`src/sv/albpd_pkg.sv`:
```
// Shared types and constants for the ADC ladder button press decoder.
`timescale 1ns / 1ps

package albpd_pkg;

    // Fixed field widths
    localparam int CFG_W  = 12;
    localparam int TIME_W = 32;
    localparam int TICK_W = 7;
    localparam int CODE_W = 3;
    localparam int EVT_W  = 4;
    localparam int PH_W   = 3;
    localparam int OUT_W  = 8;
    localparam int IDX_W  = 3;

    // Configuration register indexes
    localparam logic [IDX_W-1:0] REG_RELEASE_LEVEL = 3'd0;
    localparam logic [IDX_W-1:0] REG_NONE_BAND_MAX = 3'd1;
    localparam logic [IDX_W-1:0] REG_ESC_BAND_MAX  = 3'd2;
    localparam logic [IDX_W-1:0] REG_UP_BAND_MAX   = 3'd3;
    localparam logic [IDX_W-1:0] REG_DOWN_BAND_MAX = 3'd4;
    localparam logic [IDX_W-1:0] REG_HOLDOFF_MS    = 3'd5;

    // Button codes
    localparam logic [CODE_W-1:0] BTN_NONE  = 3'd0;
    localparam logic [CODE_W-1:0] BTN_ESC   = 3'd1;
    localparam logic [CODE_W-1:0] BTN_UP    = 3'd2;
    localparam logic [CODE_W-1:0] BTN_DOWN  = 3'd3;
    localparam logic [CODE_W-1:0] BTN_ENTER = 3'd4;

    // Event codes
    localparam logic [EVT_W-1:0] EVT_NONE    = 4'd0;
    localparam logic [EVT_W-1:0] LONG_OFFSET = 4'd4;

    // Tick counter limits
    localparam logic [TICK_W-1:0] TICK_MAX      = 7'd127;
    localparam logic [TICK_W-1:0] SHORT_SAMPLES = 7'd40;
    localparam logic [TICK_W-1:0] LONG_CHECK    = 7'd21;
    localparam logic [TICK_W-1:0] LONG_REPEAT   = 7'd100;
    localparam logic [TICK_W-1:0] CALM_TICKS    = 7'd20;

    // Configuration reset values
    localparam logic [CFG_W-1:0]  RST_RELEASE_LEVEL = 12'd400;
    localparam logic [CFG_W-1:0]  RST_NONE_BAND_MAX = 12'd400;
    localparam logic [CFG_W-1:0]  RST_ESC_BAND_MAX  = 12'd1200;
    localparam logic [CFG_W-1:0]  RST_UP_BAND_MAX   = 12'd2000;
    localparam logic [CFG_W-1:0]  RST_DOWN_BAND_MAX = 12'd2900;
    localparam logic [TIME_W-1:0] RST_HOLDOFF_MS    = 32'd0;

    typedef enum logic [PH_W-1:0] {
        PH_IDLE  = 3'd0,
        PH_SHORT = 3'd1,
        PH_LONG  = 3'd2,
        PH_CALM  = 3'd3,
        PH_WAIT  = 3'd4
    } phase_t;

    typedef struct packed {
        logic [CFG_W-1:0]  release_level;
        logic [CFG_W-1:0]  none_band_max;
        logic [CFG_W-1:0]  esc_band_max;
        logic [CFG_W-1:0]  up_band_max;
        logic [CFG_W-1:0]  down_band_max;
        logic [TIME_W-1:0] holdoff_ms;
    } cfg_t;

    typedef struct packed {
        logic [EVT_W-1:0] press_event;
        phase_t           phase;
    } step_res_t;

endpackage

```
`src/sv/albpd_smooth.sv`:
```
// Sample smoother: level = (2*level + sample) / 3, divide by reciprocal multiply.
`timescale 1ns / 1ps

module albpd_smooth import albpd_pkg::*; #(
    parameter int ADC_BITS = 12
) (
    input  logic                clk,
    input  logic                rst_n,
    input  logic                step,
    input  logic [ADC_BITS-1:0] sample,
    output logic [ADC_BITS-1:0] level_next
);

    localparam int VW = ADC_BITS + 2;
    localparam logic [VW-1:0] RECIP = VW'((2 ** VW) / 3);
    localparam logic [VW-1:0] THREE = VW'(3);

    logic [ADC_BITS-1:0] level_reg;
    logic [VW-1:0]       sum;
    logic [2*VW-1:0]     prod;
    logic [VW-1:0]       quot_est;
    logic [VW-1:0]       three_q;
    logic [VW-1:0]       rem;
    logic [VW-1:0]       quot;

    // Form 2*level + sample
    assign sum = {1'b0, level_reg, 1'b0} + VW'(sample);

    // Estimate quotient, low by at most one
    assign prod     = (2 * VW)'(sum) * (2 * VW)'(RECIP);
    assign quot_est = prod[2*VW-1:VW];

    // Correct with one compare
    assign three_q    = {quot_est[VW-2:0], 1'b0} + quot_est;
    assign rem        = sum - three_q;
    assign quot       = quot_est + VW'(rem >= THREE);
    assign level_next = quot[ADC_BITS-1:0];

    // Hold smoothed level
    always_ff @(posedge clk or negedge rst_n)
    begin
        if (!rst_n)
        begin
            level_reg <= '0;
        end
        else if (step)
        begin
            level_reg <= level_next;
        end
    end

endmodule

```
`src/sv/albpd_fsm.sv`:
```
// Press phase machine: band decode, tick counter, hold-off timer.
`timescale 1ns / 1ps

module albpd_fsm import albpd_pkg::*; #(
    parameter int ADC_BITS = 12
) (
    input  logic                clk,
    input  logic                rst_n,
    input  logic                step,
    input  logic [ADC_BITS-1:0] sample,
    input  logic [TIME_W-1:0]   now_ms,
    input  logic                mark_holdoff,
    input  logic [ADC_BITS-1:0] level,
    input  cfg_t                cfg,
    output step_res_t           res
);

    localparam int CMP_W = (ADC_BITS > CFG_W) ? ADC_BITS : CFG_W;

    phase_t              phase_reg, phase_next;
    logic [TICK_W-1:0]   tick_reg, tick_next;
    logic [CODE_W-1:0]   short_reg, short_next;
    logic [TIME_W-1:0]   mark_reg, mark_next;
    logic [TICK_W-1:0]   tick_inc;
    logic [TIME_W-1:0]   elapsed;
    logic [CMP_W-1:0]    sample_x, level_x, release_x;
    logic [CODE_W-1:0]   band;
    logic                released;
    logic [EVT_W-1:0]    press_event;

    assign sample_x  = CMP_W'(sample);
    assign level_x   = CMP_W'(level);
    assign release_x = CMP_W'(cfg.release_level);
    assign released  = (sample_x <= release_x);

    // Decode raw sample into a button band, first edge wins
    always_comb
    begin
        priority if (sample_x <= CMP_W'(cfg.none_band_max)) band = BTN_NONE;
        else if (sample_x <= CMP_W'(cfg.esc_band_max))      band = BTN_ESC;
        else if (sample_x <= CMP_W'(cfg.up_band_max))       band = BTN_UP;
        else if (sample_x <= CMP_W'(cfg.down_band_max))     band = BTN_DOWN;
        else                                                band = BTN_ENTER;
    end

    // Saturating tick advance
    assign tick_inc = (tick_reg == TICK_MAX) ? tick_reg : tick_reg + 7'd1;

    // Take the new mark before measuring the hold-off window
    assign mark_next = mark_holdoff ? now_ms : mark_reg;
    assign elapsed   = now_ms - mark_next;

    // Next phase and event
    always_comb
    begin
        phase_next  = phase_reg;
        tick_next   = tick_reg;
        short_next  = short_reg;
        press_event = EVT_NONE;
        unique case (phase_reg)
            PH_IDLE:
            begin
                priority if (elapsed < cfg.holdoff_ms)
                begin
                    phase_next = PH_CALM;
                end
                else if (level_x > release_x)
                begin
                    phase_next = PH_SHORT;
                    tick_next  = '0;
                end
                else
                begin
                    phase_next = PH_IDLE;
                end
            end
            PH_SHORT:
            begin
                short_next = band;
                tick_next  = tick_inc;
                if (tick_inc == SHORT_SAMPLES)
                begin
                    tick_next = '0;
                    if (band != BTN_NONE)
                    begin
                        press_event = EVT_W'(band);
                        phase_next  = PH_LONG;
                    end
                    else
                    begin
                        phase_next = PH_CALM;
                    end
                end
            end
            PH_LONG:
            begin
                priority if (tick_inc == LONG_CHECK && band != short_reg)
                begin
                    tick_next  = '0;
                    phase_next = PH_CALM;
                end
                else if (tick_inc == LONG_REPEAT)
                begin
                    tick_next = '0;
                    if (band == short_reg)
                    begin
                        press_event = EVT_W'(short_reg) + LONG_OFFSET;
                    end
                    else
                    begin
                        phase_next = PH_CALM;
                    end
                end
                else
                begin
                    tick_next = tick_inc;
                end
            end
            PH_CALM:
            begin
                short_next = BTN_NONE;
                tick_next  = '0;
                phase_next = released ? PH_IDLE : PH_WAIT;
            end
            PH_WAIT:
            begin
                tick_next = tick_inc;
                if (tick_inc > CALM_TICKS && released)
                begin
                    tick_next  = '0;
                    phase_next = PH_IDLE;
                end
            end
            default:
            begin
                phase_next = PH_IDLE;
            end
        endcase
    end

    assign res.press_event = press_event;
    assign res.phase       = phase_next;

    // Hold machine state
    always_ff @(posedge clk or negedge rst_n)
    begin
        if (!rst_n)
        begin
            phase_reg <= PH_IDLE;
            tick_reg  <= '0;
            short_reg <= BTN_NONE;
            mark_reg  <= '0;
        end
        else if (step)
        begin
            phase_reg <= phase_next;
            tick_reg  <= tick_next;
            short_reg <= short_next;
            mark_reg  <= mark_next;
        end
    end

endmodule

```
`src/sv/adc_ladder_button_press_decoder_unit.sv`:
```
// Top level: stream ports, configuration registers, input and result registers.
`timescale 1ns / 1ps

// Decodes button presses on a resistor-ladder ADC input. Each input word is one
// poll tick and yields exactly one result word (press event and phase after the
// tick). A word can be taken every cycle while the result side is not stalled; its
// result passes the input register, then the result register. The clock is
// bounded by the per-tick feedback loop: the smoother's reciprocal multiply feeding
// the idle-phase level compare and the phase register. Configuration writes are
// always taken; the user must keep them to idle periods, as the block does not check.
module adc_ladder_button_press_decoder_unit import albpd_pkg::*; #(
    parameter  int ADC_BITS = 12,
    localparam int IN_W     = ((ADC_BITS + TIME_W + 1 + 7) / 8) * 8
) (
    input  logic                clk,
    input  logic                rst_n,
    input  logic                s_tvalid,
    output logic                s_tready,
    // adc_sample [ADC_BITS-1:0], now_ms [32], mark_holdoff [1], zero pad
    input  logic [IN_W-1:0]     s_tdata,
    output logic                m_tvalid,
    input  logic                m_tready,
    // press_event [3:0], phase [6:4], zero pad [7]
    output logic [OUT_W-1:0]    m_tdata,
    input  logic                cfg_valid,
    output logic                cfg_ready,
    input  logic [IDX_W-1:0]    cfg_index,
    input  logic [TIME_W-1:0]   cfg_data
);

    cfg_t                cfg_reg;
    logic                in_vld_reg;
    logic [ADC_BITS-1:0] in_sample_reg;
    logic [TIME_W-1:0]   in_now_reg;
    logic                in_mark_reg;
    logic                out_vld_reg;
    step_res_t           out_res_reg;
    logic                advance;
    logic [ADC_BITS-1:0] level_next;
    step_res_t           res;

    // Move a word to the result register when it is free or draining
    assign advance   = in_vld_reg && (!out_vld_reg || m_tready);
    assign s_tready  = !in_vld_reg || advance;
    assign cfg_ready = 1'b1;

    // Write configuration registers
    always_ff @(posedge clk or negedge rst_n)
    begin
        if (!rst_n)
        begin
            cfg_reg.release_level <= RST_RELEASE_LEVEL;
            cfg_reg.none_band_max <= RST_NONE_BAND_MAX;
            cfg_reg.esc_band_max  <= RST_ESC_BAND_MAX;
            cfg_reg.up_band_max   <= RST_UP_BAND_MAX;
            cfg_reg.down_band_max <= RST_DOWN_BAND_MAX;
            cfg_reg.holdoff_ms    <= RST_HOLDOFF_MS;
        end
        else if (cfg_valid)
        begin
            unique case (cfg_index)
                REG_RELEASE_LEVEL: cfg_reg.release_level <= cfg_data[CFG_W-1:0];
                REG_NONE_BAND_MAX: cfg_reg.none_band_max <= cfg_data[CFG_W-1:0];
                REG_ESC_BAND_MAX:  cfg_reg.esc_band_max  <= cfg_data[CFG_W-1:0];
                REG_UP_BAND_MAX:   cfg_reg.up_band_max   <= cfg_data[CFG_W-1:0];
                REG_DOWN_BAND_MAX: cfg_reg.down_band_max <= cfg_data[CFG_W-1:0];
                REG_HOLDOFF_MS:    cfg_reg.holdoff_ms    <= cfg_data;
                default:           cfg_reg.holdoff_ms    <= cfg_reg.holdoff_ms;
            endcase
        end
    end

    // Input register valid
    always_ff @(posedge clk or negedge rst_n)
    begin
        if (!rst_n)
        begin
            in_vld_reg <= 1'b0;
        end
        else if (s_tready)
        begin
            in_vld_reg <= s_tvalid;
        end
    end

    // Capture input word
    always_ff @(posedge clk)
    begin
        if (s_tvalid && s_tready)
        begin
            in_sample_reg <= s_tdata[ADC_BITS-1:0];
            in_now_reg    <= s_tdata[ADC_BITS +: TIME_W];
            in_mark_reg   <= s_tdata[ADC_BITS + TIME_W];
        end
    end

    albpd_smooth #(
        .ADC_BITS (ADC_BITS)
    ) u_smooth (
        .clk        (clk),
        .rst_n      (rst_n),
        .step       (advance),
        .sample     (in_sample_reg),
        .level_next (level_next)
    );

    albpd_fsm #(
        .ADC_BITS (ADC_BITS)
    ) u_fsm (
        .clk          (clk),
        .rst_n        (rst_n),
        .step         (advance),
        .sample       (in_sample_reg),
        .now_ms       (in_now_reg),
        .mark_holdoff (in_mark_reg),
        .level        (level_next),
        .cfg          (cfg_reg),
        .res          (res)
    );

    // Result register valid
    always_ff @(posedge clk or negedge rst_n)
    begin
        if (!rst_n)
        begin
            out_vld_reg <= 1'b0;
        end
        else if (advance)
        begin
            out_vld_reg <= 1'b1;
        end
        else if (m_tready)
        begin
            out_vld_reg <= 1'b0;
        end
    end

    // Capture result word
    always_ff @(posedge clk)
    begin
        if (advance)
        begin
            out_res_reg <= res;
        end
    end

    assign m_tvalid = out_vld_reg;
    assign m_tdata  = {1'b0, out_res_reg.phase, out_res_reg.press_event};

endmodule

```
`config.mk`:
```
export PLATFORM = sky130hd
export DESIGN_NAME = adc_ladder_button_press_decoder_unit
export DESIGN_NICKNAME = d
export VERILOG_FILES = /design/src/sv/albpd_pkg.sv /design/src/sv/albpd_smooth.sv /design/src/sv/albpd_fsm.sv /design/src/sv/adc_ladder_button_press_decoder_unit.sv
export SDC_FILE = /design/constraint.sdc
export NUM_CORES = 1
export LEC_CHECK = 0
export BUFFER_PORTS_ARGS = -buffer_cell sky130_fd_sc_hd__buf_2
export CAP_MARGIN = 20
export CELL_PAD_IN_SITES_DETAIL_PLACEMENT = 1
export CELL_PAD_IN_SITES_GLOBAL_PLACEMENT = 1
export CORE_AREA = 2 2 202 164
export DETAILED_ROUTE_END_ITERATION = 8
export DIE_AREA = 0 0 204 166
export HOLD_SLACK_MARGIN = 0.02
export PLACE_DENSITY_LB_ADDON = 0.1
export SYNTH_ARGS = -nofsm -noshare
export SYNTH_HDL_FRONTEND = slang
export SYNTH_SLANG_ARGS = --single-unit
```
`constraint.sdc`:
```
create_clock -name clk -period 19.8 [get_ports clk]
set_input_delay 1.98 -clock clk [delete_from_list [all_inputs] [get_ports clk]]
set_output_delay 1.98 -clock clk [all_outputs]
set_load 0.1 [all_outputs]
```
==> flow_summary.yaml <==
sta:
  drv_slew: 0
  post-route-min-period_ns: 14.02
  maxSlewHeadroom: 0.367
  timing.fmax_mhz: 71.3
  tns_ns: 0
  period_share: 0.708
  hold_viol: 0
  tightest_slew_ns: 0.950
  rsz0062_at_grt: "no"
  finClkSkew_ns: 0.0204
  setup_viol: 0
clock_network:
  clock_latency_ns: 0.54
  htree_levels: 1
  cts_inserted_buffers: 23
  clock-root-buffer: "clkbuf_16"
  cts_tree: "built"
  path_clk_slew_ns: 0.06
  post_cts_buffers: 0
  cts_sinks: 203
  ctsHoldBuffers: 0
  clock_path_buffers: 3
  cts_resized: 0
placed_design:
  port-buffer-count: 93
  place.gp.congestion: 0.929
  place_inst: 2199
  dp.final_hpwl_mm: 34.9
worst_setup_path:
  r2r-start: "in_sample_reg[1]"
  cp_data_required_time_ns: 20.22
  endpoint_kind: "flip-flop"
  reg2regPathDepth: 52
  critPathSlowestCell: "nor2_1"
  arrival_ns: 14.44
  crit_top_cell: "ha_1"
  max_stage_delay_ns: 0.71
  timing.rr.end: "u_fsm.tick_reg[1]"
  r2r_setup_slack_ns: 5.78
  crit_type: "flip-flop to flip-flop"
  worst-path-max-fanout: 12
  startpoint_type: "flip-flop"
grt:
  grtUsageTotal: 0.279
  grt_pass1_wl_mm: 75.1
  antenna_found_initial: 0
  grt_max_degree: 97
  grt-ovfl-total: 0
  grt_pass1_vias: 14000
synthesis:
  ys_seq_elements: 203
  yosysSeqAreaShare: 0.323
  async_flop_share: 0.744
  syn-cell-area_mm2: 0.0166
  synth_flop_cell: "dfrtp_1"
  synth_cell_type_count: 93
  syn_nets: 2087
  synthCells: 1703
  avgSynthCellArea_um2: 9.77
  synth_warnings: 0
  synth_edf_count: 52
drt:
  drt_wl_total_mm: 45.5
  drtIter0Drc: 738
  route.detailed.drc: 0
  post_drt_wl_per_cell_um: 20.3
  vias: 12900
  firstDrtPassIters: 5
  ant_nets: 0
  via_per_inst: 5.78
floorplan:
  dieArea_mm2: 0.0339
  initial_core_util: 0.519
  top_level_ports: 99
  core_area_mm2: 0.0320
  rows: 59
  fp.dieH_um: 166
  fp.dieW_um: 204
finish:
  area_delta_synth_final_pct: 10.3
  num-fill-cells: 3639
  drive_gt1_frac: 0.144
  layout.nets: 2181
  largest_reg_flops: 92
  fin_cells: 2242
hold_path:
  min-delay-start: "u_smooth.level_reg[4]"
  min_path_type: "flip-flop to flip-flop"
  min_to: "u_smooth.level_reg[4]"
  holdPathStages: 2
status:
  status: "completed"
job:
  cap_violations: 0
## layer usage
metal	wire length, µm	GRT usage
met2	20800	0.455
met4	878	0.0529
met1	22000	0.405
met5	0	0
met3	1870	0.0300
## worst max-delay path: cells and delay by family (launching register included)
kind	cells	cell delay, ns
AOI/OAI and AO/OA	17	3.67
xor gates and xnor gates	3	1.26
adders and majority gates	12	4.89
buffers and inverters	6	0.54
DFF	1	0.55
muxes	1	0.11
and+or+nand+nor	13	2.85
## how the worst max path moves through the flow
| stage | startpoint | end | cells past startpoint |
|---|---|---|---|
| after CTS | in_sample_reg[1] | u_fsm.tick_reg[1] | 52 |
| after global placement | in_sample_reg[2] | u_fsm.tick_reg[1] | 52 |
| after global routing | in_sample_reg[1] | u_fsm.tick_reg[0] | 52 |
| after detailed placement | in_sample_reg[1] | u_fsm.tick_reg[1] | 52 |
| final | in_sample_reg[1] | u_fsm.tick_reg[1] | 52 |
| after floorplan | in_sample_reg[1] | u_fsm.tick_reg[0] | 53 |
## placed cells by master, fill, tap and decap left out, drive strengths merged, types with 7 or more instances in the layout
| cell type | netlist | routed |
|---|---|---|
| or2 | 7 | 7 |
| clkbuf | 24 | 34 |
| o21a | 15 | 15 |
| buf | 13 | 106 |
| dfrtp | 129 | 129 |
| o21ai | 120 | 120 |
| and2 | 10 | 10 |
| inv | 231 | 232 |
| a211oi | 9 | 9 |
| o21bai | 15 | 15 |
| xor2 | 26 | 26 |
| nor2 | 53 | 53 |
| ha | 243 | 243 |
| mux2i | 35 | 35 |
| or3 | 9 | 9 |
| fa | 53 | 53 |
| edfxtp | 52 | 52 |
| nand2b | 16 | 16 |
| and4 | 9 | 9 |
| nor2b | 20 | 20 |
| and3 | 11 | 11 |
| a21oi | 86 | 86 |
| nand3 | 27 | 27 |
| o211ai | 9 | 9 |
| nand2 | 156 | 156 |
| mux2 | 57 | 57 |
| dfstp | 22 | 22 |
| xnor2 | 51 | 51 |
| nor3 | 20 | 20 |
| a21o | 48 | 48 |
| a31oi | 10 | 10 |
| nand4 | 24 | 24 |
## cell families after synthesis
| logic type | Yosys count | synth area share |
|---|---|---|
| buffers and inverters | 268 | 0.0618 |
| AO/OA/AOI/OAI | 383 | 0.152 |
| XOR/XNOR | 77 | 0.0419 |
| other | 2 | 0.000451 |
| adder cells (fa/ha/maj) | 296 | 0.246 |
| AND/OR/NAND/NOR | 382 | 0.115 |
| multiplexers | 92 | 0.0596 |
| flip-flops | 203 | 0.323 |
## cell usage after synthesis, drive strengths merged, types with 6 or more instances
cell type,number,area share
xor2,26,0.015
nand3,27,0.0089
clkbuf,24,0.0054
or2,7,0.0026
nand2b,16,0.0060
buf,13,0.0043
o21ai,120,0.036
and2,10,0.0039
and4,9,0.0049
mux2,57,0.039
a211oi,9,0.0044
mux2i,35,0.021
a2111oi,6,0.0032
inv,231,0.052
ha,243,0.18
or3,9,0.0037
o211ai,9,0.0041
o21bai,15,0.0070
fa,53,0.064
nor2b,20,0.0075
a21o,48,0.022
nor2,53,0.012
a31oi,10,0.0041
xnor2,51,0.027
o221ai,6,0.0039
a21oi,86,0.027
dfstp,22,0.035
nand4,24,0.0090
o21a,15,0.0068
and3,11,0.0041
edfxtp,52,0.094
nor3,20,0.0060
dfrtp,129,0.19
nand2,156,0.036
## layout make-up
type / count / area [µm²] / share of cell area
inverter: 231 / 867 / 0.0472
clock buffer: 34 / 678 / 0.0369
antenna: 1 / 2.50 / 0.000136
timing repair buffer: 106 / 569 / 0.0310
sequential: 203 / 5370 / 0.292
clock inverter: 8 / 78.8 / 0.00429
multi-input combinational: 1232 / 10300 / 0.559
tap: 427 / 534 / 0.0291
## metrics by stage
step,hold WS (ns),utilization,worst slack [ns],instance area [µm²]
global route,0.518,0.573,4.86,18400
detailed placement,0.471,0.549,6.08,17600
CTS,0.486,0.573,5.94,18400
finish,0.487,0.573,5.78,18400
floorplan,0.449,-,8.38,16600
global placement,0.462,0.549,6.34,17600
Power is left out: the tool's default activity adds up to more than one toggle a clock period on the data nets, which glitch-free logic cannot reach.
